===== src/rtl/fmsc_pkg.sv =====
`default_nettype none

package fmsc_pkg;

  localparam int NUM_SIGS = 18;
  localparam int PAT_BYTES = 12;

  localparam logic [8:0] POS_SAT = 9'd265;
  localparam logic [8:0] MIN_KNOWN_LEN = 9'd4;
  localparam logic [NUM_SIGS-1:0] ALL_LIVE = '1;

  typedef enum logic [2:0] {
    KIND_UNKNOWN = 3'd0,
    KIND_ARCHIVE = 3'd1,
    KIND_IMAGE   = 3'd2,
    KIND_PDF     = 3'd3,
    KIND_VIDEO   = 3'd4,
    KIND_AUDIO   = 3'd5
  } kind_t;

  typedef enum logic [4:0] {
    FMT_BINARY = 5'd0,
    FMT_ZIP    = 5'd1,
    FMT_SEVENZ = 5'd2,
    FMT_GZIP   = 5'd3,
    FMT_XZ     = 5'd4,
    FMT_ZSTD   = 5'd5,
    FMT_BZIP2  = 5'd6,
    FMT_RAR    = 5'd7,
    FMT_TAR    = 5'd8,
    FMT_PNG    = 5'd9,
    FMT_JPEG   = 5'd10,
    FMT_GIF    = 5'd11,
    FMT_WEBP   = 5'd12,
    FMT_BMP    = 5'd13,
    FMT_PDF    = 5'd14,
    FMT_MP4    = 5'd15,
    FMT_MP3    = 5'd16,
    FMT_FLAC   = 5'd17
  } format_t;

  typedef struct packed {
    logic [8:0]                 start;
    logic [3:0]                 len;
    logic [0:PAT_BYTES-1][7:0]  pat;
    logic [PAT_BYTES-1:0]       care;
    logic [8:0]                 min_len;
    format_t                    fmt;
    kind_t                      kind;
  } sig_t;

  // entries in priority order, first live entry with enough length wins
  localparam sig_t SIGS [NUM_SIGS] = '{
    '{9'd0, 4'd4, '{8'h50, 8'h4B, 8'h03, 8'h04, 8'h00, 8'h00,
                    8'h00, 8'h00, 8'h00, 8'h00, 8'h00, 8'h00},
      12'h00F, 9'd4, FMT_ZIP, KIND_ARCHIVE},
    '{9'd0, 4'd6, '{8'h37, 8'h7A, 8'hBC, 8'hAF, 8'h27, 8'h1C,
                    8'h00, 8'h00, 8'h00, 8'h00, 8'h00, 8'h00},
      12'h03F, 9'd6, FMT_SEVENZ, KIND_ARCHIVE},
    '{9'd0, 4'd2, '{8'h1F, 8'h8B, 8'h00, 8'h00, 8'h00, 8'h00,
                    8'h00, 8'h00, 8'h00, 8'h00, 8'h00, 8'h00},
      12'h003, 9'd2, FMT_GZIP, KIND_ARCHIVE},
    '{9'd0, 4'd6, '{8'hFD, 8'h37, 8'h7A, 8'h58, 8'h5A, 8'h00,
                    8'h00, 8'h00, 8'h00, 8'h00, 8'h00, 8'h00},
      12'h03F, 9'd6, FMT_XZ, KIND_ARCHIVE},
    '{9'd0, 4'd4, '{8'h28, 8'hB5, 8'h2F, 8'hFD, 8'h00, 8'h00,
                    8'h00, 8'h00, 8'h00, 8'h00, 8'h00, 8'h00},
      12'h00F, 9'd4, FMT_ZSTD, KIND_ARCHIVE},
    '{9'd0, 4'd3, '{8'h42, 8'h5A, 8'h68, 8'h00, 8'h00, 8'h00,
                    8'h00, 8'h00, 8'h00, 8'h00, 8'h00, 8'h00},
      12'h007, 9'd3, FMT_BZIP2, KIND_ARCHIVE},
    // rar checks six bytes but wants seven
    '{9'd0, 4'd6, '{8'h52, 8'h61, 8'h72, 8'h21, 8'h1A, 8'h07,
                    8'h00, 8'h00, 8'h00, 8'h00, 8'h00, 8'h00},
      12'h03F, 9'd7, FMT_RAR, KIND_ARCHIVE},
    // tar "ustar" at offset 257
    '{9'd257, 4'd5, '{8'h75, 8'h73, 8'h74, 8'h61, 8'h72, 8'h00,
                      8'h00, 8'h00, 8'h00, 8'h00, 8'h00, 8'h00},
      12'h01F, 9'd265, FMT_TAR, KIND_ARCHIVE},
    '{9'd0, 4'd8, '{8'h89, 8'h50, 8'h4E, 8'h47, 8'h0D, 8'h0A,
                    8'h1A, 8'h0A, 8'h00, 8'h00, 8'h00, 8'h00},
      12'h0FF, 9'd8, FMT_PNG, KIND_IMAGE},
    '{9'd0, 4'd3, '{8'hFF, 8'hD8, 8'hFF, 8'h00, 8'h00, 8'h00,
                    8'h00, 8'h00, 8'h00, 8'h00, 8'h00, 8'h00},
      12'h007, 9'd3, FMT_JPEG, KIND_IMAGE},
    '{9'd0, 4'd6, '{8'h47, 8'h49, 8'h46, 8'h38, 8'h37, 8'h61,
                    8'h00, 8'h00, 8'h00, 8'h00, 8'h00, 8'h00},
      12'h03F, 9'd6, FMT_GIF, KIND_IMAGE},
    '{9'd0, 4'd6, '{8'h47, 8'h49, 8'h46, 8'h38, 8'h39, 8'h61,
                    8'h00, 8'h00, 8'h00, 8'h00, 8'h00, 8'h00},
      12'h03F, 9'd6, FMT_GIF, KIND_IMAGE},
    // riff header, size bytes are don't care
    '{9'd0, 4'd12, '{8'h52, 8'h49, 8'h46, 8'h46, 8'h00, 8'h00,
                     8'h00, 8'h00, 8'h57, 8'h45, 8'h42, 8'h50},
      12'hF0F, 9'd12, FMT_WEBP, KIND_IMAGE},
    '{9'd0, 4'd2, '{8'h42, 8'h4D, 8'h00, 8'h00, 8'h00, 8'h00,
                    8'h00, 8'h00, 8'h00, 8'h00, 8'h00, 8'h00},
      12'h003, 9'd2, FMT_BMP, KIND_IMAGE},
    '{9'd0, 4'd4, '{8'h25, 8'h50, 8'h44, 8'h46, 8'h00, 8'h00,
                    8'h00, 8'h00, 8'h00, 8'h00, 8'h00, 8'h00},
      12'h00F, 9'd4, FMT_PDF, KIND_PDF},
    // "ftyp" at offset 4
    '{9'd4, 4'd4, '{8'h66, 8'h74, 8'h79, 8'h70, 8'h00, 8'h00,
                    8'h00, 8'h00, 8'h00, 8'h00, 8'h00, 8'h00},
      12'h00F, 9'd12, FMT_MP4, KIND_VIDEO},
    '{9'd0, 4'd3, '{8'h49, 8'h44, 8'h33, 8'h00, 8'h00, 8'h00,
                    8'h00, 8'h00, 8'h00, 8'h00, 8'h00, 8'h00},
      12'h007, 9'd3, FMT_MP3, KIND_AUDIO},
    '{9'd0, 4'd4, '{8'h66, 8'h4C, 8'h61, 8'h43, 8'h00, 8'h00,
                    8'h00, 8'h00, 8'h00, 8'h00, 8'h00, 8'h00},
      12'h00F, 9'd4, FMT_FLAC, KIND_AUDIO}
  };

  typedef struct packed {
    logic [7:0] byte_value;
    logic       last_byte;
  } in_item_t;

  typedef struct packed {
    logic [2:0] kind_code;
    logic [4:0] format_code;
    logic       archive_flag;
    logic       media_flag;
  } out_item_t;

  typedef struct packed {
    logic [NUM_SIGS-1:0] live_flags;
    logic [8:0]          length;
  } match_status_t;

  function automatic logic sig_mismatch(input sig_t s, input logic [8:0] pos,
                                        input logic [7:0] b);
    logic [8:0] off;
    logic [3:0] idx;
    logic       hit;
    hit = 1'b0;
    off = pos - s.start;
    idx = off[3:0];
    if (pos >= s.start) begin
      if (off < {5'd0, s.len}) begin
        hit = s.care[idx] && (s.pat[idx] != b);
      end
    end
    return hit;
  endfunction

endpackage

`default_nettype wire


===== src/rtl/fmsc_stream_if.sv =====
`default_nettype none

interface fmsc_stream_if #(
  parameter type payload_t = logic
);
  logic     valid;
  logic     ready;
  payload_t payload;

  modport source (output valid, output payload, input ready);
  modport sink (input valid, input payload, output ready);
endinterface

`default_nettype wire


===== src/rtl/fmsc_matcher.sv =====
`default_nettype none

module fmsc_matcher (
  input  wire logic                  clk,
  input  wire logic                  rst,
  input  wire logic                  consume,
  input  wire fmsc_pkg::in_item_t    item,
  output fmsc_pkg::match_status_t    status
);

  logic [8:0]                    byte_position;
  logic [fmsc_pkg::NUM_SIGS-1:0] live_signature_flags;
  logic [fmsc_pkg::NUM_SIGS-1:0] flags_next;
  logic [8:0]                    length_next;

  always_comb begin
    flags_next = live_signature_flags;
    if (byte_position < fmsc_pkg::POS_SAT) begin
      for (int k = 0; k < fmsc_pkg::NUM_SIGS; k++) begin
        if (fmsc_pkg::sig_mismatch(fmsc_pkg::SIGS[k], byte_position, item.byte_value)) begin
          flags_next[k] = 1'b0;
        end
      end
    end
    length_next = (byte_position < fmsc_pkg::POS_SAT) ? byte_position + 9'd1
                                                      : fmsc_pkg::POS_SAT;
  end

  assign status.live_flags = flags_next;
  assign status.length     = length_next;

  always_ff @(posedge clk) begin
    if (rst) begin
      byte_position        <= '0;
      live_signature_flags <= fmsc_pkg::ALL_LIVE;
    end else if (consume) begin
      if (item.last_byte) begin
        // buffer done, start over for the next one
        byte_position        <= '0;
        live_signature_flags <= fmsc_pkg::ALL_LIVE;
      end else begin
        byte_position        <= length_next;
        live_signature_flags <= flags_next;
      end
    end
  end

endmodule

`default_nettype wire


===== src/rtl/fmsc_select.sv =====
`default_nettype none

module fmsc_select (
  input  wire fmsc_pkg::match_status_t status,
  output fmsc_pkg::out_item_t          result
);

  fmsc_pkg::kind_t   kind;
  fmsc_pkg::format_t fmt;

  always_comb begin
    kind = fmsc_pkg::KIND_UNKNOWN;
    fmt  = fmsc_pkg::FMT_BINARY;
    if (status.length >= fmsc_pkg::MIN_KNOWN_LEN) begin
      // scan from the bottom so the lowest live entry wins
      for (int k = fmsc_pkg::NUM_SIGS - 1; k >= 0; k--) begin
        if (status.live_flags[k] && (status.length >= fmsc_pkg::SIGS[k].min_len)) begin
          kind = fmsc_pkg::SIGS[k].kind;
          fmt  = fmsc_pkg::SIGS[k].fmt;
        end
      end
    end
  end

  assign result.kind_code    = kind;
  assign result.format_code  = fmt;
  assign result.archive_flag = (kind == fmsc_pkg::KIND_ARCHIVE);
  assign result.media_flag   = (kind == fmsc_pkg::KIND_IMAGE) ||
                               (kind == fmsc_pkg::KIND_VIDEO) ||
                               (kind == fmsc_pkg::KIND_AUDIO);

endmodule

`default_nettype wire


===== src/rtl/file_magic_signature_classifier.sv =====
`default_nettype none

// Classifies a buffer by its magic number. Send the buffer one byte per
// transaction from offset zero, with last_byte set on the final byte; one
// result transaction follows each final byte, and no other byte gives one.
// A byte goes from an input register through the signature compare and
// priority pick into the result register, so one byte is taken every cycle
// but for the only stall: a final byte waits while the result register
// still holds an untaken result. A final byte's result is written to the
// result register as the byte leaves the input register. Buffers shorter
// than four bytes report unknown; bytes past offset 264 are never compared.
module file_magic_signature_classifier (
  input  wire logic clk,
  input  wire logic rst,
  fmsc_stream_if.sink   in_ch,
  fmsc_stream_if.source out_ch
);

  logic                    s1_valid;
  fmsc_pkg::in_item_t      s1_item;
  logic                    out_valid;
  fmsc_pkg::out_item_t     out_item;
  logic                    out_free;
  logic                    s1_go;
  fmsc_pkg::match_status_t status;
  fmsc_pkg::out_item_t     result;

  assign out_free    = !out_valid || out_ch.ready;
  assign s1_go       = s1_valid && (!s1_item.last_byte || out_free);
  assign in_ch.ready = !s1_valid || s1_go;

  always_ff @(posedge clk) begin
    if (rst) begin
      s1_valid <= 1'b0;
    end else if (in_ch.ready) begin
      s1_valid <= in_ch.valid;
    end
  end

  always_ff @(posedge clk) begin
    if (in_ch.valid && in_ch.ready) begin
      s1_item <= in_ch.payload;
    end
  end

  fmsc_matcher u_matcher (
    .clk     (clk),
    .rst     (rst),
    .consume (s1_go),
    .item    (s1_item),
    .status  (status)
  );

  fmsc_select u_select (
    .status (status),
    .result (result)
  );

  always_ff @(posedge clk) begin
    if (rst) begin
      out_valid <= 1'b0;
    end else if (s1_go && s1_item.last_byte) begin
      out_valid <= 1'b1;
    end else if (out_ch.ready) begin
      out_valid <= 1'b0;
    end
  end

  always_ff @(posedge clk) begin
    if (s1_go && s1_item.last_byte) begin
      out_item <= result;
    end
  end

  assign out_ch.valid   = out_valid;
  assign out_ch.payload = out_item;

endmodule

`default_nettype wire


===== src/flat_wrapper.sv =====
// flat-port wrapper written by rule: the top's interface ports become plain ports
module file_magic_signature_classifier_flat 
  (clk, rst, in_ch_valid, in_ch_payload, in_ch_ready, out_ch_valid, out_ch_payload, out_ch_ready);
  fmsc_stream_if #(.payload_t(fmsc_pkg::in_item_t)) in_ch_i ();
  fmsc_stream_if #(.payload_t(fmsc_pkg::out_item_t)) out_ch_i ();
  input  wire logic clk;
  input  wire logic rst;
  input wire logic [$bits(in_ch_i.valid)-1:0] in_ch_valid;
  input wire logic [$bits(in_ch_i.payload)-1:0] in_ch_payload;
  output wire logic [$bits(in_ch_i.ready)-1:0] in_ch_ready;
  output wire logic [$bits(out_ch_i.valid)-1:0] out_ch_valid;
  output wire logic [$bits(out_ch_i.payload)-1:0] out_ch_payload;
  input wire logic [$bits(out_ch_i.ready)-1:0] out_ch_ready;
  assign in_ch_i.valid = in_ch_valid;
  assign in_ch_i.payload = in_ch_payload;
  assign in_ch_ready = in_ch_i.ready;
  assign out_ch_valid = out_ch_i.valid;
  assign out_ch_payload = out_ch_i.payload;
  assign out_ch_i.ready = out_ch_ready;
  file_magic_signature_classifier u_core (.clk(clk), .rst(rst), .in_ch(in_ch_i), .out_ch(out_ch_i));
endmodule

===== config.mk =====
export PLATFORM = sky130hd
export DESIGN_NAME = file_magic_signature_classifier_flat
export DESIGN_NICKNAME = d
export VERILOG_FILES = /design/src/rtl/fmsc_pkg.sv /design/src/rtl/fmsc_stream_if.sv /design/src/rtl/fmsc_matcher.sv /design/src/rtl/fmsc_select.sv /design/src/rtl/file_magic_signature_classifier.sv /design/src/flat_wrapper.sv
export SDC_FILE = /design/constraint.sdc
export NUM_CORES = 1
export LEC_CHECK = 0
export ABC_AREA = 1
export BUFFER_PORTS_ARGS = -buffer_cell sky130_fd_sc_hd__buf_4
export CAP_MARGIN = 30
export CORE_UTILIZATION = 62
export CTS_CLUSTER_DIAMETER = 120
export DETAILED_ROUTE_END_ITERATION = 6
export PLACE_DENSITY_LB_ADDON = 0.08
export SLEW_MARGIN = 0
export SYNTH_ARGS = -nofsm -noshare
export SYNTH_HDL_FRONTEND = slang
export SYNTH_SLANG_ARGS = --single-unit

===== constraint.sdc =====
create_clock -name clk -period 3.1 [get_ports clk]
set_input_delay 0.465 -clock clk [delete_from_list [all_inputs] [get_ports clk]]
set_output_delay 0.465 -clock clk [all_outputs]
set_load 0.02 [all_outputs]

Word-level counts from Yosys, hierarchy flattened. Memories as Yosys holds them, arrays and structs flattened. A register that Yosys moved wholly into a read port is not among the register bits. Cells that the tools add are included.

Bits in registers: 48. Bits in read-only memories: 2432. Input port bits: 13. Output and inout bits: 12. Word-level logic and storage cells: 318. Memories: 26.

Add/sub/neg operators: 3. Magnitude comparators: 26. Eq/ne operators: 22. Muxes and demuxes: 171. Bitwise operators: 4. Reduce and logical (&&, ||, !) cells: 52.

Memories: (no name shown) (words 16, bits a word 8, read ports 1, clocked after Yosys merged registers in 0, wr ports 0, line fmsc_pkg.sv:141) `hit = s.care[idx] && (s.pat[idx] != b);`; (no name shown) (words 16, bits a word 8, read ports 1, clocked after Yosys merged registers in 0, wr ports 0, line fmsc_pkg.sv:141); (no name shown) (words 16, bits a word 8, read ports 1, clocked after Yosys merged registers in 0, wr ports 0, line fmsc_pkg.sv:141); (no name shown) (words 16, bits a word 8, read ports 1, clocked after Yosys merged registers in 0, wr ports 0, line fmsc_pkg.sv:141); (no name shown) (words 16, bits a word 8, read ports 1, clocked after Yosys merged registers in 0, wr ports 0, line fmsc_pkg.sv:141); (no name shown) (words 16, bits a word 8, read ports 1, clocked after Yosys merged registers in 0, wr ports 0, line fmsc_pkg.sv:141); 20 more memories.

Operators by type and width (count): 2-to-1 mux 8 bit (36); inequality test 8 bit (18); 2-to-1 mux 4 bit (21); 2-to-1 mux 1 bit (83); 2-to-1 mux 3 bit (23); logical AND 1 bit (39); >= comparator 9 x 3 -> 1 bit, second input constant (4); less-than comparator 9 x 3 -> 1 bit, second input constant (4); 2-to-1 mux 18 bit (2); >= comparator 9 x 2 -> 1 bit, second input constant (2); >= comparator 9 x 4 -> 1 bit, second input constant (2); >= comparator 9 bit, second input constant (2); less-than comparator 9 x 2 -> 1 bit, second input constant (2); less-than comparator 9 x 4 -> 1 bit, second input constant (2); 2-to-1 mux 9 bit (2); OR reduction 17 bit (1); >= comparator 5 bit, second input constant (3); less-than comparator 4 x 5 -> 1 bit, second input constant (3); inverter 4 -> 5 bit (3); 2-to-1 mux 5 bit (2); adder 9 x 1 -> 9 bit, second input constant (1); >= comparator 9 x 1 -> 1 bit, second input constant (1); less-than comparator 9 bit, second input constant (1); subtractor 9 x 3 -> 9 bit, second input constant (1); other kinds (12) (20).

Depth between registers and ports, before layout. Gate-level depths: netlist of run 1.

Depth in word-level cells: 35. Gate-level depth with buffers: 28. Mapped depth without buffers: 27.

Hierarchy. Synthesis of run 1 repeated with hierarchy kept, for this count alone.

Cells, all modules: 869. Area total of the unflattened synthesis: 5139.9 sq um.

By module, submodules not included: fmsc_matcher (times used 1, cells each 717, area an instance 3865.0 sq um, sequential area each 660.6 sq um); file_magic_signature_classifier (times used 1, cells each 38, area an instance 691.9 sq um, sequential area each 610.6 sq um); fmsc_select (times used 1, cells each 114, area an instance 583.1 sq um, sequential area each 0.0 sq um).

Worst setup path before layout of run 1. No wires, ideal clock.

Path kind: register to register. From: register u_core.u_matcher.byte_position[1]. To: register u_core.out_item (netlist bit u_core.out_ch.payload[0]) (data pin). Library setup time: 0.258 ns. Arrival time: 2.586 ns. Required time: 2.842 ns. Setup slack: 0.257 ns. Stages on the path, launching flop included: 21. Buffers on the path: 1. Period minus slack after synthesis: 2.843 ns. Cell sequence: dfxtp_1 > buf_2 > inv_1 > ha_1 > inv_1 > a21oi_1 > nand2_2 > nand2_1 > o21ai_0 > a211oi_1 > nand4_1 > nand2_1 > nand2_1 > or2_1 > nand2_1 > inv_1 > nand2_2 > nor2_4 > o21ai_2 > nand2_2 > a21boi_2.

RTL lines: from (decl) (line fmsc_matcher.sv:11) `logic [8:0] byte_position;`; from (signal assigned) (line fmsc_matcher.sv:42) `byte_position <= length_next;`; to (signal assigned) (line file_magic_signature_classifier.sv:71) `out_item <= result;`; to (decl) (line file_magic_signature_classifier.sv:22) `fmsc_pkg::out_item_t out_item;`.

==> impl_metrics.ini, run 1 <==
[logic_synthesis]
yosysWarningCount = 0
seq_area_frac_synth_pct = 28.52
post_synth_xor_area_fraction_pct = 7.636
synth_compound_area_share_pct = 14.23
synth_top_family_by_area = simple AND/OR/NAND/NOR gates
synth_largest_area_cell = sky130_fd_sc_hd__nand2_1
synth_enable_flop_cells = 19
yosys.area.top_type_share_pct = 16.09
synth.most_common_cell = sky130_fd_sc_hd__nand2_1
ys_dominant_reg_cell = sky130_fd_sc_hd__dfxtp_1
flip_flop_and_latch_count_after_synthesis = 54
synthCells = 681
synth.net_count = 709
synth.top_cells.by_count = sky130_fd_sc_hd__nand2_1, sky130_fd_sc_hd__nor2_1, sky130_fd_sc_hd__inv_1, sky130_fd_sc_hd__nand3_1, sky130_fd_sc_hd__xor2_1
muxShareOfSynthArea_pct = 0
synth_area_sq_um = 4457
yosys.area_share.simple_pct = 36.10
yosysUniqueCellTypes = 52
syn_avg_cell_area_sq_um = 6.544
ys_async_sr_fraction_pct = 0
yosys.area_share.adder_pct = 4.211
cell_types_occupying_the_most_area_after_synthesis = sky130_fd_sc_hd__nand2_1, sky130_fd_sc_hd__dfxtp_1, sky130_fd_sc_hd__edfxtp_1

[detailed_routing]
total_drc_errors_in_the_routed_layout = 0
route.detailed.vias_per_inst = 6.079
detailedRoute.firstPassIterationCount = 5
post_route_ant_nets = 0
finalWirelength_microns = 15370
detail_route.iter0.violations = 610
vias = 5173
routedWlPerCell_microns = 18.06

[timing]
count_of_final_setup_violators = 0
slew_violations = 0
timing_worst_slew_pin_value_ns = 0.6380
timing.clock.skew_ns = 0.01489
final.hold.worst_slack_ns = 0.3159
finalCritPeriodShare_pct = 97.74
final_period_minus_worst_setup_slack_ns = 3.030
finalHoldViolations = 0
slew_headroom_pct = 57.31
fmaxAchievable_mhz = 330.0
tns_ns = 0

[critical_path]
crit-reg2reg-capture = u_core.out_ch.payload[0]$_DFFE_PP_
data_arrival_time_of_the_critical_path_ns = 3.11
cells_along_the_critical_path = buf_4, buf_4, nor2_2, nand2_2, nand2_1, nor2_1, nor4_2, nand4_1, nand3b_1, nand3_1, and2_1, nand2_1, inv_1, nand3_2, nand2_2, a21boi_2
timing.critical_path.from_type = register
slowest_stage = sky130_fd_sc_hd__dfxtp_2
regToRegSetupSlack_ns = 0.07
critical_path.endpoint_type = register
ff2ff_path_depth = 16
critical-path-max-stage-delay_ns = 0.36
critical_path.startpoint = u_core.u_matcher.byte_position[3]$_SDFFE_PP0P_
critical_path_class = reg -> reg
critical_path_peak_fanout = 8
critPathRequiredTime_ns = 3.18
r2r-start = u_core.u_matcher.byte_position[3]$_SDFFE_PP0P_

[hold_path]
min_path_cells = 1
min_from = in_ch_payload[0]
hold_end = u_core.s1_item[0]$_DFFE_PP_
holdCritPathClass = in -> reg

[place]
last_weighted_congestion_value_of_the_routability_driven_placer = 1.069
port_buffers = 24
placement.cell_area_sq_um = 5132
placedCellCount = 841
hpwl_microns = 11530

[floorplan]
core_sq_um = 6869
die_width_microns = 86.79
die-area_sq_um = 7532
placementRows = 30
floorplan.io_pins = 25
die_h_microns = 86.79
initial_utilization_pct = 64.88

[run]
drv_cap = 0

[global_route]
first_global_vias = 4913
grt_max_degree = 19
gr-usage-all-layers_pct = 40.96
antenna_found_initial = 0
grt_pass1_wl_microns = 23500
global_route.overflow_total = 0

[pwr]
design_power_total_mw = 1.482
power.sequential.fraction_pct = 52.4
leakagePower_nw = 2.703
sw_frac_of_total_pct = 30.34
max_rail_drop_vdd_mv = 0.2229
powerDensity_nw_per_um2 = 272.0
combinationalPowerShare_pct = 20.6
power.clock.fraction_pct = 26.9
net_switching_component_of_the_power_uw = 449.8
power_report.internal_total_mw = 1.033

[finish]
antenna-diode-count = 0
synth_to_layout_area_growth_pct = 22.26
final-instance-count-excl-fill = 851
combined_area_of_the_multi_input_logic_cells_sq_um = 2957
post_route_cells_drive_above_1_share_pct = 22.91
ff_latch_area_sq_um = 1281
number_of_nets_in_the_final_layout = 782
finalInstanceArea_sq_um = 5449
num-fill-cells = 503

[clocking]
clkLatencyLatePin_ns = 0.32
htree_levels = 2
holdBufCountCts = 0
cts_tree = built
cts_root_buf = sky130_fd_sc_hd__clkbuf_8
cts_num_sinks = 54
clkTransAtPathRegs_ns = 0.10
cts_buffer_depth = 2
cts_bufs_inserted = 5

[run_status]
status = finished clean
==> worst max path at each step <==
stage               slack, ns                                endpoint  cells after the start
floorplan                0.26      u_core.out_ch.payload[0]$_DFFE_PP_                     20
finish                   0.07      u_core.out_ch.payload[0]$_DFFE_PP_                     16
detailed placement      -0.01  u_core.out_ch.payload[2]$_SDFFCE_PP0P_                     27
CTS                     0.001  u_core.out_ch.payload[2]$_SDFFCE_PP0P_                     27
global placement         0.08  u_core.out_ch.payload[2]$_SDFFCE_PP0P_                     27
global route            -0.12  u_core.out_ch.payload[2]$_SDFFCE_PP0P_                     26
==> metal layers <==
metal | vias to the layer above | share of wire [%] | track usage [%]
met5 | - | 0 | 0
li1 | 2366 | - | -
met3 | 73 | 12 | 10.29
met2 | 375 | 45 | 67.22
met4 | 0 | 4.3 | 18.48
met1 | 2359 | 38 | 50.59
==> logic make-up (layout without fill, tap and decap cells) <==
| logic type | after synthesis | count (layout) |
|---|---|---|
| flip-flops | 54 | 54 |
| XOR/XNOR | 38 | 38 |
| adder cells (fa/ha/maj) | 15 | 15 |
| AO/OA/AOI/OAI | 106 | 106 |
| buffers and inverters | 102 | 176 |
| AND/OR/NAND/NOR | 366 | 366 |
==> placed cells by master, fill, tap and decap left out, types with 3 or more instances in the layout <==
cell type | Yosys | routed
sky130_fd_sc_hd__buf_6 | 1 | 4
sky130_fd_sc_hd__a211o_1 | 7 | 7
sky130_fd_sc_hd__inv_1 | 70 | 68
sky130_fd_sc_hd__a21boi_1 | 3 | 5
sky130_fd_sc_hd__a21oi_1 | 35 | 34
sky130_fd_sc_hd__nand3_1 | 43 | 38
sky130_fd_sc_hd__nor2_1 | 73 | 64
sky130_fd_sc_hd__clkbuf_8 | 0 | 5
sky130_fd_sc_hd__nand2_2 | 10 | 19
sky130_fd_sc_hd__nor2_4 | 2 | 7
sky130_fd_sc_hd__o21ai_0 | 33 | 32
sky130_fd_sc_hd__dfxtp_1 | 35 | 31
sky130_fd_sc_hd__nor4_1 | 5 | 4
sky130_fd_sc_hd__edfxtp_1 | 19 | 19
sky130_fd_sc_hd__ha_2 | 0 | 4
sky130_fd_sc_hd__nor3_1 | 11 | 10
sky130_fd_sc_hd__ha_1 | 15 | 8
sky130_fd_sc_hd__nand4_1 | 12 | 12
sky130_fd_sc_hd__inv_2 | 5 | 5
sky130_fd_sc_hd__nor2_2 | 6 | 10
sky130_fd_sc_hd__nand3_2 | 1 | 6
sky130_fd_sc_hd__ha_4 | 0 | 3
sky130_fd_sc_hd__xor2_1 | 37 | 37
sky130_fd_sc_hd__buf_4 | 3 | 86
sky130_fd_sc_hd__o22ai_1 | 4 | 4
sky130_fd_sc_hd__nand2_1 | 191 | 182
==> power groups by stage <==
stage,registers [mW],clock network [mW],logic [mW]
after floorplan,0.793,0,0.169
after global placement,0.791,0,0.273
after detailed placement,0.793,0,0.280
after CTS,0.777,0.392,0.282
after global routing,0.779,0.422,0.324
final,0.777,0.399,0.306
==> critical path, delay by kind of cell, from the launching register on <==
family	cells	cell delay (ns)
buffers and inverters	3	0.40
AOI/OAI and AO/OA	1	0.15
DFF	1	0.36
and+or+nand+nor	12	1.87
==> timing repair <==
item / in CTS / in global routing
setup endpoints to repair: 2 / 10
gates resized for setup: 2 / 63
pin swaps: 0 / 16
setup buffers: 0 / 2
==> metrics by stage <==
step,util (%),setup slack (ns)
final,79.33,0.07001
after detailed placement,74.72,-0.01257
after floorplan,-,0.2566
after global placement,74.72,0.08160
after global routing,79.33,-0.1216
after CTS,76.05,0.001239
==> cell type report <==
class,instances,area share (%)
tap,96,2.204
timing repair buffer,91,13.04
sequential,54,23.51
clock inverter,2,0.2526
multi-input combinational,525,54.26
inverter,77,5.396
clock buffer,6,1.332
No activity file was read; power rests on OpenSTA's default activity.
==> run 2, diff against run 1 <==
- SETUP_SLACK_MARGIN: not set -> 0.2
==> run 2 against run 1 <==
  * Critical path depth increased by 9
  * Power rose by 1.6%
  * Via count rose by 4.1%
  * Non-clock buffer count rose by 9
  * Register-to-register slack barely moved
  * Final area up 6.8%
  * Sequential power is essentially flat
  * Cell count is 1.1% higher
==> impl_metrics.ini, run 2 (synthesized netlist as in run 1, its figures left out) <==
[critical_path]
crit_family = simple AND/OR/NAND/NOR gates
timing.critical_path.from_type = register
critical-path-max-stage-delay_ns = 0.42
slowest_stage = sky130_fd_sc_hd__dfxtp_4
critPathBufInv = 2
data_arrival_time_of_the_critical_path_ns = 3.22
critical_path.endpoint_type = register
critical_path_peak_fanout = 6
critical_path.most_common_cell = sky130_fd_sc_hd__nand2_1
critPathRequiredTime_ns = 3.29
critical_path_class = reg -> reg

[detailed_routing]
vias = 5383
total_drc_errors_in_the_routed_layout = 0
routedWlPerCell_microns = 19.06
route.detailed.vias_per_inst = 6.259
finalWirelength_microns = 16390
detail_route.iter0.violations = 718
post_route_ant_nets = 0
detailedRoute.firstPassIterationCount = 6

[global_route]
gr-usage-all-layers_pct = 41.47
use_met1_pct = 51.07
met3_usage_pct = 10.95
antenna_found_initial = 0
global_route.overflow_total = 0
grt_pass1_wl_microns = 23770
global_route.peak_usage_layer = met2
grt_use_met2_pct = 67.50
grt_max_degree = 19
first_global_vias = 4938

[timing]
final_period_minus_worst_setup_slack_ns = 3.027
worst_slack_ns = 0.07269
fmaxAchievable_mhz = 330.3
count_of_final_setup_violators = 0
slew_violations = 0
rsz0062_at_grt = yes
final.hold.worst_slack_ns = 0.3234
finalHoldViolations = 0
finalCritPeriodShare_pct = 97.66
timing_worst_slew_pin_value_ns = 0.6720
tns_ns = 0
slew_headroom_pct = 55.09
timing.clock.skew_ns = 0.01052

[clocking]
cts_num_sinks = 54
clkTransAtPathRegs_ns = 0.10
cts_tree = built
holdBufCountCts = 0
cts_bufs_inserted = 5
cts_root_buf = sky130_fd_sc_hd__clkbuf_8
clkLatencyLatePin_ns = 0.31
cts_buffer_depth = 2
htree_levels = 2

[pwr]
powerDensity_nw_per_um2 = 258.8
leakagePower_nw = 2.812
max_rail_drop_vdd_mv = 0.2494

[floorplan]
floorplan.io_pins = 25
die_width_microns = 86.79
core_sq_um = 6869
placementRows = 30
initial_utilization_pct = 64.88
die_h_microns = 86.79
die-area_sq_um = 7532

[hold_path]
holdCritPathClass = in -> reg

[finish]
post_route_cells_drive_above_1_share_pct = 29.45
final_core_util_pct = 84.70
most_frequent_standard_cell_in_the_layout_excluding_fill_and_tap_cells = sky130_fd_sc_hd__nand2_1
layout_common_cells = sky130_fd_sc_hd__nand2_1, sky130_fd_sc_hd__buf_4, sky130_fd_sc_hd__inv_1
synth_to_layout_area_growth_pct = 30.54
antenna-diode-count = 0
number_of_nets_in_the_final_layout = 791

[place]
port_buffers = 24
last_weighted_congestion_value_of_the_routability_driven_placer = 1.069
hpwl_microns = 11530
pre_cts_slack_ns = -0.01257

[run]
drv_cap = 0

[run_status]
status = finished clean
## run 2: cell types whose count changed in the layout (fill, tap and decap cells not counted), moves of 4 or more
cell,change
sky130_fd_sc_hd__nand2_1,-12
sky130_fd_sc_hd__nand2_2,+7
sky130_fd_sc_hd__ha_4,+6
sky130_fd_sc_hd__inv_1,-5
sky130_fd_sc_hd__nand2_4,+5
sky130_fd_sc_hd__nand3_1,-5
sky130_fd_sc_hd__nor2_1,-5
sky130_fd_sc_hd__nor2_4,+5
sky130_fd_sc_hd__buf_4,+4
sky130_fd_sc_hd__buf_6,+4
sky130_fd_sc_hd__inv_2,+4
## run 2: report_power, final
part	internal, mW	total (mW)	switching, mW
logic	0.126	0.335	0.209
registers	0.758	0.776	0.0183
clock network	0.160	0.395	0.234
## run 2: worst paths after layout
kind                                                    startpoint                                                     to  slack [ns]  depth (start not counted)
max                 u_core.u_matcher.byte_position[2]$_SDFFE_PP0P_                 u_core.out_ch.payload[2]$_SDFFCE_PP0P_        0.07                         25
min                                               in_ch_payload[5]                            u_core.s1_item[5]$_DFFE_PP_        0.32                          1
max reg2reg         u_core.u_matcher.byte_position[2]$_SDFFE_PP0P_                 u_core.out_ch.payload[2]$_SDFFCE_PP0P_        0.07                         25
min reg2reg  u_core.u_matcher.live_signature_flags[1]$_SDFFE_PP1P_  u_core.u_matcher.live_signature_flags[1]$_SDFFE_PP1P_        0.47                          1
## run 2: per-layer routing
metal  part of all wire [%]  routed length, microns
met1                     36                    5849
met5                      0                       0
met2                     46                    7506
met3                     13                    2148
met4                    5.4                     885
## run 2: repair_timing
action / 4_1_cts / 5_1_grt
buffers inserted: 0 / 11
resized for setup: 32 / 106
setup endpoints to repair: 9 / 10
cloned: 0 / 0
pin swaps: 2 / 37
## run 2: final cells by class
cell class,instances,area [sq um]
multi-input cells,525,3229
flip-flops and latches,54,1282
fillers,406,1051
repair buffers,100,800.8
inverters,77,299.0
well taps,96,120.1
clock buffers,6,72.57
clock inverters,2,13.76
## run 2: stage by stage
stage	total power, mW	area [sq um]	std cells
final	1.506	5818	860
after global routing	1.559	5818	860
after CTS	1.457	5318	849
after detailed placement	1.073	5132	841
after global placement	1.065	5132	841
after floorplan	0.9623	4457	681
## run 2: worst reg2reg max path, cell delays in order, from the launching register on
cell and delay, ns:
sky130_fd_sc_hd__dfxtp_4 0.42, sky130_fd_sc_hd__inv_4 0.08, sky130_fd_sc_hd__buf_6 0.14, sky130_fd_sc_hd__ha_4 0.27, sky130_fd_sc_hd__nand2_2 0.07, sky130_fd_sc_hd__o21ai_0 0.21, sky130_fd_sc_hd__nand2_1 0.11, sky130_fd_sc_hd__nor2_1 0.15
sky130_fd_sc_hd__nand4_1 0.25, sky130_fd_sc_hd__a21boi_2 0.25, sky130_fd_sc_hd__nand2_2 0.09, sky130_fd_sc_hd__nand2_2 0.06, sky130_fd_sc_hd__nand2_1 0.05, sky130_fd_sc_hd__nand2_1 0.05, sky130_fd_sc_hd__nand2_1 0.05, sky130_fd_sc_hd__nand2_1 0.07
sky130_fd_sc_hd__nand2_1 0.06, sky130_fd_sc_hd__nand2_1 0.06, sky130_fd_sc_hd__nand2_1 0.05, sky130_fd_sc_hd__nand2_1 0.07, sky130_fd_sc_hd__nand2_1 0.06, sky130_fd_sc_hd__nand2_1 0.07, sky130_fd_sc_hd__nand2_1 0.08, sky130_fd_sc_hd__nand2_1 0.06
sky130_fd_sc_hd__nand2_1 0.05, sky130_fd_sc_hd__nand2_1 0.05
==> run 3, diff against run 2 <==
- CORE_UTILIZATION: 62 -> 65
- clock period: 3.1 -> 3.6 ns (I/O delays scaled with it)
==> run 3 against run 2 <==
  * Register-to-register slack gained 0.36 ns
  * Critical path depth down 1
  * Clock-buffer cell count unchanged
  * Setup slack better by 0.36 ns
  * Power fell by 13%
  * Final area shrank 16%
  * Cell count down 9.0%
  * Flip-flop and latch count is the same
  * Routed wire length fell by 16%
  * Worst hold slack improved by 0.067 ns
  * Clock skew is 0.0020 ns lower
  * Sequential power shrank 13%
  * Largest power group unchanged
==> impl_metrics.ini, run 3 (synthesized netlist as in run 1, its figures left out) <==
[pwr]
leakagePower_nw = 2.443
design_power_total_mw = 1.309
powerDensity_nw_per_um2 = 268.6
max_rail_drop_vdd_mv = 0.2219

[finish]
combined_area_of_the_multi_input_logic_cells_sq_um = 2786
ff_latch_area_sq_um = 1274
synth_to_layout_area_growth_pct = 9.321
post_route_cells_drive_above_1_share_pct = 12.46
number_of_nets_in_the_final_layout = 733
num-fill-cells = 516
most_frequent_standard_cell_in_the_layout_excluding_fill_and_tap_cells = sky130_fd_sc_hd__nand2_1
final_core_util_pct = 75.01
antenna-diode-count = 0
layout_common_cells = sky130_fd_sc_hd__nand2_1, sky130_fd_sc_hd__nor2_1, sky130_fd_sc_hd__inv_1
final-instance-count-excl-fill = 783

[place]
hpwl_microns = 10500
placedCellCount = 775
pre_cts_slack_ns = 0.3497
port_buffers = 24
last_weighted_congestion_value_of_the_routability_driven_placer = 1.061

[detailed_routing]
route.detailed.vias_per_inst = 6.137
vias = 4805
detailedRoute.firstPassIterationCount = 7
detail_route.iter0.violations = 668
finalWirelength_microns = 13730
routedWlPerCell_microns = 17.53
post_route_ant_nets = 0
total_drc_errors_in_the_routed_layout = 0

[clocking]
cts_buffer_depth = 2
cts_tree = built
htree_levels = 2
clkLatencyLatePin_ns = 0.32
clkTransAtPathRegs_ns = 0.11
cts_bufs_inserted = 5
cts_root_buf = sky130_fd_sc_hd__clkbuf_8
holdBufCountCts = 0
cts_num_sinks = 54

[global_route]
grt_pass1_wl_microns = 22340
global_route.overflow_total = 0
first_global_vias = 4518
gr-usage-all-layers_pct = 40.07
grt_max_degree = 26
antenna_found_initial = 0

[critical_path]
cells_along_the_critical_path = buf_4, ha_2, ha_1, nand2_1, a21oi_1, o21ai_0, nor2_1, nand4_1, a21boi_1, nand2_1, nand2_1, nand2_1, nand2_1, nand2_1, nand2_1, nand2_1, nand2_1, nand2_1, nand2_1, nand2_1, nand2_1, nand2_1, nand2_1, nand2_1
timing.critical_path.from_type = register
r2r-start = u_core.u_matcher.byte_position[1]$_SDFFE_PP0P_
critPathRequiredTime_ns = 3.69
crit-reg2reg-capture = u_core.out_ch.payload[2]$_SDFFCE_PP0P_
critical_path_peak_fanout = 14
critical_path.most_common_cell = sky130_fd_sc_hd__nand2_1
slowest_stage = sky130_fd_sc_hd__dfxtp_1
regToRegSetupSlack_ns = 0.43
critical_path.endpoint_type = register
data_arrival_time_of_the_critical_path_ns = 3.26
ff2ff_path_depth = 24
critical-path-max-stage-delay_ns = 0.34
critical_path_class = reg -> reg

[floorplan]
die_width_microns = 84.81
core_sq_um = 6495
die_h_microns = 84.81
placementRows = 29
initial_utilization_pct = 68.62
die-area_sq_um = 7192
floorplan.io_pins = 25

[timing]
worst_slack_ns = 0.4305
fmaxAchievable_mhz = 315.5
slew_headroom_pct = 57.84
rsz0062_at_grt = yes
finalCritPeriodShare_pct = 88.04
count_of_final_setup_violators = 0
timing_worst_slew_pin_value_ns = 0.6309
slew_violations = 0
finalHoldViolations = 0
tns_ns = 0
timing.clock.skew_ns = 0.008549
final_period_minus_worst_setup_slack_ns = 3.169

[hold_path]
holdCritPathClass = in -> reg
min_from = in_ch_payload[0]
min_path_cells = 1
hold_end = u_core.s1_item[0]$_DFFE_PP_

[run_status]
status = finished clean

[run]
drv_cap = 0
[run 3: routing by layer]
metal	up-vias	routed length, microns	global-route usage [%]
met5	-	0	0
met4	0	586	17.87
met3	66	1750	10.52
met2	347	5891	61.86
met1	2123	5500	52.80
li1	2269	-	-
[run 3: what timing repair did]
action,4_1_cts,5_1_grt
resized for setup,0,7
endpoints found under the setup margin,0,7
buffers inserted,0,0
[run 3: worst max-delay path: cells and delay by family (launching register included)]
kind | cells | cell delay, ns
compound gates | 3 | 0.51
simple gates | 18 | 1.45
buf+inv | 1 | 0.21
flops | 1 | 0.34
fa+ha+maj | 2 | 0.44
[run 3: worst max path at each step]
stage | from | endpoint | slack [ns] | depth (start not counted)
after detailed placement | u_core.u_matcher.byte_position[2]$_SDFFE_PP0P_ | u_core.out_ch.payload[2]$_SDFFCE_PP0P_ | 0.35 | 24
after floorplan | u_core.u_matcher.byte_position[1]$_SDFFE_PP0P_ | u_core.out_ch.payload[0]$_DFFE_PP_ | 0.76 | 20
final | u_core.u_matcher.byte_position[1]$_SDFFE_PP0P_ | u_core.out_ch.payload[2]$_SDFFCE_PP0P_ | 0.43 | 24
after global routing | u_core.u_matcher.byte_position[1]$_SDFFE_PP0P_ | u_core.out_ch.payload[2]$_SDFFCE_PP0P_ | 0.19 | 24
after CTS | u_core.u_matcher.byte_position[2]$_SDFFE_PP0P_ | u_core.out_ch.payload[2]$_SDFFCE_PP0P_ | 0.29 | 24
after global placement | u_core.u_matcher.byte_position[2]$_SDFFE_PP0P_ | u_core.out_ch.payload[2]$_SDFFCE_PP0P_ | 0.37 | 24
[run 3: stage by stage]
stage | hold WS [ns] | instance area (sq um)
final | 0.3908 | 4872
after global routing | 0.3801 | 4872
after CTS | 0.3879 | 4855
after detailed placement | 0.4477 | 4743
after global placement | 0.4383 | 4743
after floorplan | 0.4292 | 4457
[run 3: power by group]
group          total, mW  switching (mW)  internal [mW]
registers          0.672          0.0183          0.654
clock network      0.413           0.228          0.185
logic              0.223           0.147         0.0769
[run 3: area by class of cell]
class / count / area share [%]
well taps: 77 / 1.977
clock buffers: 6 / 1.926
multi-input cells: 525 / 57.19
repair buffers: 42 / 6.471
clock inverters: 2 / 0.3595
inverters: 77 / 5.932
flip-flops and latches: 54 / 26.14
